==> src/hdl/wsg_pkg.sv <==
// ----------------------------------------------------------------------------
// wsg_pkg
// Shared types and constants of the three-voice wavetable sound generator.
// ----------------------------------------------------------------------------
package wsg_pkg;

  localparam int VOICE_COUNT_DEF = 3;
  localparam int VOICE_MAX       = 3;
  localparam int WAVE_WORDS      = 256;
  localparam int WADDR_W         = $clog2(WAVE_WORDS);
  localparam int NIB_W           = 4;
  localparam int PHASE_W         = 20;
  localparam int PHASE_IDX_W     = 5;
  localparam int WSEL_W          = 3;
  localparam int LEVEL_W         = 4;

  localparam int SUM_W       = 11;
  localparam int OPA_W       = SUM_W;
  localparam int OPB_W       = 27;
  localparam int PROD_W      = OPA_W + OPB_W;
  localparam int Q_W         = 17;

  localparam longint MIX_NUM     = 1792;
  localparam longint MIX_DEN     = 45;
  localparam int     RECIP_SHIFT = 20;
  localparam logic [OPB_W-1:0] RECIP_MULT =
    OPB_W'(((64'd1 << RECIP_SHIFT) * MIX_NUM + MIX_DEN - 1) / MIX_DEN);
  localparam logic [Q_W-1:0] SAT_LIMIT = Q_W'(32000);

  localparam logic [1:0] FUNC_WRITE = 2'd0;
  localparam logic [1:0] FUNC_READ  = 2'd1;
  localparam logic [1:0] FUNC_TICK  = 2'd2;

  localparam logic [3:0] REG_POINTER    = 4'd0;
  localparam logic [3:0] REG_WAVE_DATA  = 4'd1;
  localparam logic [3:0] REG_CONTROL    = 4'd2;
  localparam logic [3:0] REG_ID         = 4'd3;
  localparam logic [3:0] REG_VOICE_BASE = 4'd4;

  localparam logic [1:0] SLOT_STEP_LO    = 2'd0;
  localparam logic [1:0] SLOT_STEP_MID   = 2'd1;
  localparam logic [1:0] SLOT_STEP_HI    = 2'd2;
  localparam logic [1:0] SLOT_LEVEL_WAVE = 2'd3;

  localparam logic       KIND_READ   = 1'b0;
  localparam logic       KIND_SAMPLE = 1'b1;
  localparam logic [7:0] ID_BYTE     = 8'h57;
  localparam logic [7:0] EMPTY_BYTE  = 8'hFF;

  typedef struct packed {
    logic [1:0] func;
    logic [3:0] reg_addr;
    logic [7:0] write_data;
  } req_t;

  typedef struct packed {
    logic               result_kind;
    logic [7:0]         read_data;
    logic signed [15:0] sample;
  } rsp_t;

  typedef enum logic {
    MUL_MAC,
    MUL_SCALE
  } mul_op_t;

  typedef struct packed {
    mul_op_t                  op;
    logic signed [OPA_W-1:0]  a;
    logic signed [OPB_W-1:0]  b;
    logic signed [SUM_W-1:0]  acc;
  } mul_req_t;

endpackage

==> src/hdl/wsg_wave_ram.sv <==
// ----------------------------------------------------------------------------
// wsg_wave_ram
// Wave sample store, one nibble per word, registered read. Entries not yet
// written read as zero through per-entry valid flags.
// ----------------------------------------------------------------------------
module wsg_wave_ram (
  input  logic                        clk,
  input  logic                        rst,
  input  logic                        wr_en,
  input  logic [wsg_pkg::WADDR_W-1:0] wr_addr,
  input  logic [wsg_pkg::NIB_W-1:0]   wr_data,
  input  logic [wsg_pkg::WADDR_W-1:0] rd_addr,
  output logic [wsg_pkg::NIB_W-1:0]   rd_data
);
  import wsg_pkg::*;

  logic [NIB_W-1:0]      mem [WAVE_WORDS];
  logic [WAVE_WORDS-1:0] written;
  logic [NIB_W-1:0]      mem_q;
  logic                  written_q;

  always_ff @(posedge clk) begin
    if (wr_en) begin
      mem[wr_addr] <= wr_data;
    end
    mem_q <= mem[rd_addr];
  end

  always_ff @(posedge clk) begin
    if (rst) begin
      written   <= '0;
      written_q <= 1'b0;
    end else begin
      if (wr_en) begin
        written[wr_addr] <= 1'b1;
      end
      written_q <= written[rd_addr];
    end
  end

  assign rd_data = written_q ? mem_q : '0;

endmodule

==> src/hdl/wsg_mul_unit.sv <==
// ----------------------------------------------------------------------------
// wsg_mul_unit
// Shared signed multiplier: voice multiply-accumulate or mix scaling by the
// reciprocal constant.
// ----------------------------------------------------------------------------
module wsg_mul_unit (
  input  wsg_pkg::mul_req_t                 req,
  output logic signed [wsg_pkg::PROD_W-1:0] result
);
  import wsg_pkg::*;

  logic signed [PROD_W-1:0] prod;

  always_comb begin
    prod = req.a * req.b;
    unique case (req.op)
      MUL_MAC:   result = prod + PROD_W'(req.acc);
      MUL_SCALE: result = prod;
    endcase
  end

endmodule

==> src/hdl/wavetable_sound_generator.sv <==
// ----------------------------------------------------------------------------
// wavetable_sound_generator
// Wavetable sound generator: register writes, register reads and sample
// ticks; voices are mixed one at a time through a shared multiplier.
//
//   channel   signals                     carries
//   req       req_valid, req_ready, req   func, reg_addr, write_data
//   rsp       rsp_valid, rsp_ready, rsp   result_kind, read_data, sample
//
// A write is done in S_IDLE, a read passes to S_EMIT; a tick loops through
// S_VOICE, with S_MAC per active voice via the wave RAM read port and the
// shared multiplier, then S_SCALE, S_SAT and S_EMIT (directly S_EMIT while
// disabled). req_ready is low while an item is worked; a result waits in the
// rsp register and the next item is taken. Synchronous reset clears the
// control, voice and handshake registers and the wave store flags.
// ----------------------------------------------------------------------------
module wavetable_sound_generator #(
  parameter int VOICE_COUNT = wsg_pkg::VOICE_COUNT_DEF
) (
  input  logic          clk,
  input  logic          rst,
  input  logic          req_valid,
  output logic          req_ready,
  input  wsg_pkg::req_t req,
  output logic          rsp_valid,
  input  logic          rsp_ready,
  output wsg_pkg::rsp_t rsp
);
  import wsg_pkg::*;

  localparam int VIDX_W = (VOICE_COUNT > 1) ? $clog2(VOICE_COUNT) : 1;
  localparam logic [VIDX_W-1:0] LAST_VOICE = VIDX_W'(VOICE_COUNT - 1);

  typedef enum logic [2:0] {
    S_IDLE,
    S_VOICE,
    S_MAC,
    S_SCALE,
    S_SAT,
    S_EMIT
  } state_t;

  state_t                  state;
  logic [VIDX_W-1:0]       voice;
  logic                    enabled;
  logic [WADDR_W-1:0]      load_pointer;
  logic [PHASE_W-1:0]      step  [VOICE_COUNT];
  logic [LEVEL_W-1:0]      level [VOICE_COUNT];
  logic [WSEL_W-1:0]       wave  [VOICE_COUNT];
  logic [PHASE_W-1:0]      phase [VOICE_COUNT];
  logic signed [SUM_W-1:0] acc;
  logic signed [PROD_W-1:0] prod;
  logic                    negative;
  rsp_t                    res;

  logic [3:0]              voff;
  logic [1:0]              vsel;
  logic [1:0]              slot;
  logic                    voice_hit;
  logic [VIDX_W-1:0]       wvoice;
  logic [PHASE_W-1:0]      phase_sum;
  logic                    voice_active;
  logic [WADDR_W-1:0]      rd_addr;
  logic [NIB_W-1:0]        nib;
  logic                    ram_wr;
  logic signed [5:0]       term;
  logic [SUM_W-2:0]        mag;
  mul_req_t                mreq;
  logic signed [PROD_W-1:0] mresult;
  logic [Q_W-1:0]          q;
  logic [Q_W-1:0]          q_sat;
  logic [Q_W-1:0]          q_signed;
  logic                    phase_live;

  assign req_ready = (state == S_IDLE);

  assign voff      = req.reg_addr - REG_VOICE_BASE;
  assign vsel      = voff[3:2];
  assign slot      = voff[1:0];
  assign voice_hit = (req.reg_addr >= REG_VOICE_BASE) && (int'(vsel) < VOICE_COUNT);
  assign wvoice    = VIDX_W'(vsel);

  assign ram_wr = req_valid && req_ready && (req.func == FUNC_WRITE)
                  && (req.reg_addr == REG_WAVE_DATA);

  assign phase_sum    = phase[voice] + step[voice];
  assign voice_active = (level[voice] != '0) && (step[voice] != '0);
  assign rd_addr      = {wave[voice], phase_sum[PHASE_W-1 -: PHASE_IDX_W]};

  wsg_wave_ram u_wave_ram (
    .clk     (clk),
    .rst     (rst),
    .wr_en   (ram_wr),
    .wr_addr (load_pointer),
    .wr_data (req.write_data[NIB_W-1:0]),
    .rd_addr (rd_addr),
    .rd_data (nib)
  );

  assign term = $signed({1'b0, nib, 1'b0}) - 6'sd15;
  assign mag  = acc[SUM_W-1] ? (SUM_W-1)'(-acc) : acc[SUM_W-2:0];

  always_comb begin
    if (state == S_SCALE) begin
      mreq.op = MUL_SCALE;
      mreq.a  = $signed({1'b0, mag});
      mreq.b  = $signed(RECIP_MULT);
    end else begin
      mreq.op = MUL_MAC;
      mreq.a  = OPA_W'(term);
      mreq.b  = $signed(OPB_W'(level[voice]));
    end
    mreq.acc = acc;
  end

  wsg_mul_unit u_mul (
    .req    (mreq),
    .result (mresult)
  );

  assign q        = prod[RECIP_SHIFT +: Q_W];
  assign q_sat    = (q > SAT_LIMIT) ? SAT_LIMIT : q;
  assign q_signed = negative ? (Q_W)'(-q_sat) : q_sat;

  always_ff @(posedge clk) begin
    if (rst) begin
      state        <= S_IDLE;
      voice        <= '0;
      enabled      <= 1'b0;
      load_pointer <= '0;
      acc          <= '0;
      negative     <= 1'b0;
      rsp_valid    <= 1'b0;
      for (int i = 0; i < VOICE_COUNT; i++) begin
        step[i]  <= '0;
        level[i] <= '0;
        wave[i]  <= '0;
        phase[i] <= '0;
      end
    end else begin
      if (rsp_valid && rsp_ready && state != S_EMIT) begin
        rsp_valid <= 1'b0;
      end
      unique case (state)
        S_IDLE: begin
          if (req_valid) begin
            unique case (req.func)
              FUNC_WRITE: begin
                priority if (req.reg_addr == REG_POINTER) begin
                  load_pointer <= req.write_data;
                end else if (req.reg_addr == REG_WAVE_DATA) begin
                  load_pointer <= load_pointer + 1'b1;
                end else if (req.reg_addr == REG_CONTROL) begin
                  enabled <= req.write_data[0];
                  if (!req.write_data[0]) begin
                    for (int i = 0; i < VOICE_COUNT; i++) begin
                      phase[i] <= '0;
                    end
                  end
                end else if (voice_hit) begin
                  unique case (slot)
                    SLOT_STEP_LO:    step[wvoice][7:0]   <= req.write_data;
                    SLOT_STEP_MID:   step[wvoice][15:8]  <= req.write_data;
                    SLOT_STEP_HI:    step[wvoice][19:16] <= req.write_data[3:0];
                    SLOT_LEVEL_WAVE: begin
                      level[wvoice] <= req.write_data[3:0];
                      wave[wvoice]  <= req.write_data[6:4];
                    end
                  endcase
                end
              end
              FUNC_READ: begin
                res.result_kind <= KIND_READ;
                res.read_data   <= (req.reg_addr == REG_ID) ? ID_BYTE : EMPTY_BYTE;
                res.sample      <= '0;
                state           <= S_EMIT;
              end
              FUNC_TICK: begin
                res.result_kind <= KIND_SAMPLE;
                res.read_data   <= '0;
                res.sample      <= '0;
                acc             <= '0;
                voice           <= '0;
                state           <= enabled ? S_VOICE : S_EMIT;
              end
              default: begin
              end
            endcase
          end
        end
        S_VOICE: begin
          if (voice_active) begin
            phase[voice] <= phase_sum;
            state        <= S_MAC;
          end else if (voice == LAST_VOICE) begin
            state <= S_SCALE;
          end else begin
            voice <= voice + 1'b1;
          end
        end
        S_MAC: begin
          acc <= mresult[SUM_W-1:0];
          if (voice == LAST_VOICE) begin
            state <= S_SCALE;
          end else begin
            voice <= voice + 1'b1;
            state <= S_VOICE;
          end
        end
        S_SCALE: begin
          prod     <= mresult;
          negative <= acc[SUM_W-1];
          state    <= S_SAT;
        end
        S_SAT: begin
          res.sample <= $signed(q_signed[15:0]);
          state      <= S_EMIT;
        end
        S_EMIT: begin
          if (!rsp_valid || rsp_ready) begin
            rsp       <= res;
            rsp_valid <= 1'b1;
            state     <= S_IDLE;
          end
        end
        default: begin
          state <= S_IDLE;
        end
      endcase
    end
  end

  always_comb begin
    phase_live = 1'b0;
    for (int i = 0; i < VOICE_COUNT; i++) begin
      phase_live = phase_live | (phase[i] != '0);
    end
  end

`ifndef NO_ASSERTIONS
  a_sample_range: assert property (@(posedge clk) disable iff (rst)
    (rsp_valid && rsp.result_kind == KIND_SAMPLE) |->
      (rsp.sample <= 16'sd32000 && rsp.sample >= -16'sd32000 && rsp.read_data == 8'h00))
    else $error("sample result out of range");

  a_read_form: assert property (@(posedge clk) disable iff (rst)
    (rsp_valid && rsp.result_kind == KIND_READ) |->
      (rsp.sample == 16'sd0 && (rsp.read_data == ID_BYTE || rsp.read_data == EMPTY_BYTE)))
    else $error("malformed read result");

  a_idle_phase: assert property (@(posedge clk) disable iff (rst)
    !enabled |-> !phase_live)
    else $error("phase moved while disabled");

  a_voice_range: assert property (@(posedge clk) disable iff (rst)
    (state == S_VOICE || state == S_MAC) |-> (int'(voice) < VOICE_COUNT))
    else $error("voice counter out of range");
`endif

endmodule

==> config.mk <==
export PLATFORM = sky130hd
export DESIGN_NAME = wavetable_sound_generator
export DESIGN_NICKNAME = d
export VERILOG_FILES = /design/src/hdl/wsg_pkg.sv /design/src/hdl/wsg_wave_ram.sv /design/src/hdl/wsg_mul_unit.sv /design/src/hdl/wavetable_sound_generator.sv
export SDC_FILE = /design/constraint.sdc
export NUM_CORES = 2
export LEC_CHECK = 0
export BUFFER_PORTS_ARGS = -buffer_cell sky130_fd_sc_hd__buf_4
export CORE_AREA = 5 5 366 368
export DETAILED_ROUTE_END_ITERATION = 6
export DIE_AREA = 0 0 371 373
export GPL_TIMING_DRIVEN = 0
export MAX_ROUTING_LAYER = met4
export PLACE_DENSITY = 0.73
export SETUP_SLACK_MARGIN = 0.2
export SYNTH_ARGS = -nofsm -noshare
export SYNTH_HDL_FRONTEND = slang
export SYNTH_SLANG_ARGS = --single-unit
==> constraint.sdc <==
create_clock -name clk -period 10.2 [get_ports clk]
set_input_delay 2.55 -clock clk [delete_from_list [all_inputs] [get_ports clk]]
set_output_delay 2.55 -clock clk [all_outputs]
set_load 0.1 [all_outputs]
==> metrics <==
outcome=complete, but fails checks; failing checks=capacitance limit, slew limit; Max stage delay on crit path=0.67 ns; Final Hold Violating Endpoints=0; share of layout cells above drive strength 1=12.56%; Hold Path Depth=0; RSZ-0062 raised after global routing=true; Post-DP Area=0.07408 mm²; worst skew pair latency=0.80 ns; GP Congestion=0.9751; detailed router's first-iteration violation count=6157; Synth Area in Simple Gates=9.853%; worst r2r dst=prod[35]$_DFFE_PP_; Worst EP required=10.81 ns; R2R depth=32; Nets=5804; initial antenna violation count=11; row cnt=133; vias in the first global route=44150; Synth Area per Inst=13.53 µm²; Final setup viols=0; via count=45260; largest family of logic cells by synthesized area=multiplexers; antenna-violating nets left=0; Hold EP=rsp[11]$_DFFE_PP_; register area=0.04386 mm²; Synth cell types=88; max-cap violations=2; Avg WL per Cell=26.74 µm; drc violations=0; clk buf depth=3; I/O Buffers=42; grt total ovfl=0; fillcell total=9871; CP Data Arrival Time=10.32 ns; DIE WIDTH=371 µm; Cells after Synth=5266; die area=0.1384 mm²; CTS tree=yes; die height=373 µm; Max-slew headroom=-1.950%; EDFF count, synth=1267; fin area=0.07956 mm²; cell repeated most along the worst path=fa_1; skew final=0.02841 ns; Synth Flop Type=edfxtp_1; Worst Tran Pin Value=1.529 ns; post-synthesis sequential area ratio=61.54%; compound-gate portion of the synthesized area=4.932%; 1st-pass router iterations=6; xor/xnor share of the synthesized area=1.059%; Crit-path slowest cell=nor4_2; HP Class=register to register; Num CTS Buffers=155; Clock Pin Slew Worst Setup and Hold Paths=0.06 ns; synth warn=0; Seq cells post-synth=1557; root buf cell=clkbuf_16; CP Class=register to register; synthesized area=0.07126 mm²; Setup Total Neg Slack=0 ns; Post-Route WL=198.1 mm; Vias/cell=6.109; Max Freq=0.1030 GHz; Starting Density=54.62%; # H-tree levels=4; Syn-to-layout area delta=11.66%; CP endpoint kind=register; post-synthesis mux area share=13.41%; Slew Viols, Final=21; Adder-Cell Fraction of Synth Area=6.079%; All-Layer GR Usage=29.11%; asr flop ratio synth=0%; first-pass GRT wire length=287.6 mm; Hold Worst Slack=0.4171 ns; hold bufs inserted after CTS=0; Pleak=29.89 nW; area of the multi-input gates=0.02541 mm²; period utilisation layout=95.18%; I/O Pins=45; Final Power=19.14 mW; Core ar.=0.1305 mm²; CTS Sinks=1557; VDD IR max=0.2281 mV; Detail Placement HPWL=138.3 mm; Tmin final=9.709 ns; hold_sp=res[11]$_SDFFCE_PP0P_; CP startpoint kind=register; FF-to-FF setup slack=0.49 ns; largest net degree at the start of global routing=157; PD cells=240.6 mW/mm²; crit-path max FO=10
state kept, by name, summed over array words and instances, names as in the netlist, named ones only:
register,count
u_wave_ram.mem,1024
load_pointer,8
state,3
acc,11
u_wave_ram.mem_q,4
enabled,1
rsp_valid,1
u_wave_ram.written_q,1
level,16
voice,2
rsp,19
prod,17
wave,12
u_wave_ram.written,256
res,19
negative,1
step,80
phase,80
critical path, delay by kind of cell (launching register included):
kind / cells / cell delay [ns]
buf+inv: 6 / 1.06
simple gates: 10 / 2.60
compound gates: 6 / 1.45
fa+ha+maj: 7 / 3.24
mux: 1 / 0.49
flops: 1 / 0.42
xor+xnor: 2 / 0.24
placed cells by master (no fill, tap or decap), drive strengths merged, types with 16 or more instances in the layout:
cell type  instances
nor3              35
dfxtp            290
mux4             188
nand2            301
nor2b             20
nor2             917
edfxtp          1267
clkbuf           357
and3              27
a21oi            116
a22oi             40
nand2b            22
or2               22
conb              30
and2              81
nand3            132
a2111oi           16
fa               107
o21ai             59
o21ba             31
o211ai            17
a21o              35
xnor2             49
mux2i            525
nor4              17
xor2              32
ha               175
a31oi             32
clkinv            57
inv              239
buf              170
a211oi            24
per-layer routing:
metal | part of all wire [%] | GRT usage [%] | routed length, µm | up-vias
met1 | 38 | 37.51 | 75170 | 22390
met3 | 10 | 6.194 | 20190 | 550
met4 | 5.3 | 13.31 | 10490 | 0
li1 | - | - | - | 19750
met5 | 0 | - | 0 | -
met2 | 47 | 44.73 | 92250 | 2568
kinds of logic (layout without fill, tap and decap cells):
family	Yosys count	after routing
multiplexers	719	719
AND/OR/NAND/NOR	1629	1629
AO/OA/AOI/OAI	502	502
XOR/XNOR	81	81
other	1	45
adder cells (fa/ha/maj)	282	282
buffers and inverters	495	838
flip-flops	1557	1557
repair_timing:
action,CTS,global route
endpoints found under the setup margin,16,11
cloned,0,0
pin swaps,0,1
setup buffers,0,2
gates resized for setup,21,18
worst max path at each step:
| stage | startpoint | end | slack [ns] | depth (start not counted) |
|---|---|---|---|---|
| floorplan | acc[10]$_SDFFE_PP0P_ | prod[33]$_DFFE_PP_ | 0.89 | 35 |
| global placement | acc[10]$_SDFFE_PP0P_ | prod[33]$_DFFE_PP_ | -1.22 | 35 |
| detailed placement | acc[10]$_SDFFE_PP0P_ | prod[35]$_DFFE_PP_ | -1.19 | 35 |
| CTS | state[1]$_SDFFE_PP0P_ | prod[35]$_DFFE_PP_ | 0.20 | 37 |
| global route | register | prod[35]$_DFFE_PP_ | 0.11 | 32 |
| finish | register | prod[35]$_DFFE_PP_ | 0.49 | 32 |
cell type report:
class	instances	share of cell area, %
flip-flops and latches	1557	55.12
plain buffers	264	1.739
inverters	231	1.090
well taps	1755	2.760
clock inverters	79	1.082
multi-input cells	3243	31.94
diodes	15	0.04718
clock buffers	212	5.572
repair buffers	52	0.6511
synth_stat cells (20+ instances only):
cell type | number | area (µm²)
mux2i_1 | 525 | 5255
fa_1 | 107 | 2142
and2_1 | 80 | 500.5
nor2b_1 | 20 | 125.1
a31oi_1 | 32 | 200.2
nand3_1 | 132 | 660.6
a21o_1 | 35 | 262.8
o21ai_0 | 54 | 270.3
buf_4 | 61 | 457.9
buf_2 | 39 | 195.2
ha_1 | 175 | 2190
nand2_1 | 300 | 1126
xnor2_1 | 48 | 420.4
a22oi_1 | 40 | 300.3
nor3_1 | 34 | 170.2
nor2_1 | 915 | 3435
xor2_1 | 30 | 262.8
clkbuf_1 | 143 | 536.8
nand2b_1 | 22 | 137.6
edfxtp_1 | 1267 | 38050
dfxtp_1 | 290 | 5806
and3_1 | 27 | 168.9
inv_1 | 228 | 855.8
or2_2 | 22 | 137.6
mux4_2 | 188 | 4234
a21oi_1 | 115 | 575.6
o21ba_2 | 31 | 310.3
a211oi_1 | 23 | 172.7
per-stage QoR:
step	std cells	util, %	setup WS (ns)
floorplan	5295	-	0.8921
global placement	7092	56.63	-1.222
detailed placement	7100	56.78	-1.193
CTS	7391	60.89	0.2006
global route	7401	60.97	0.1061
finish	7408	60.98	0.4914
power breakdown:
group	switching, mW	internal [mW]	leakage [nW]	total [mW]
logic	3.92	2.31	13.3	6.23
registers	0.0447	6.99	13.9	7.03
clock network	2.48	3.40	2.61	5.88
Note: power is estimated with default switching activity, not from simulation.
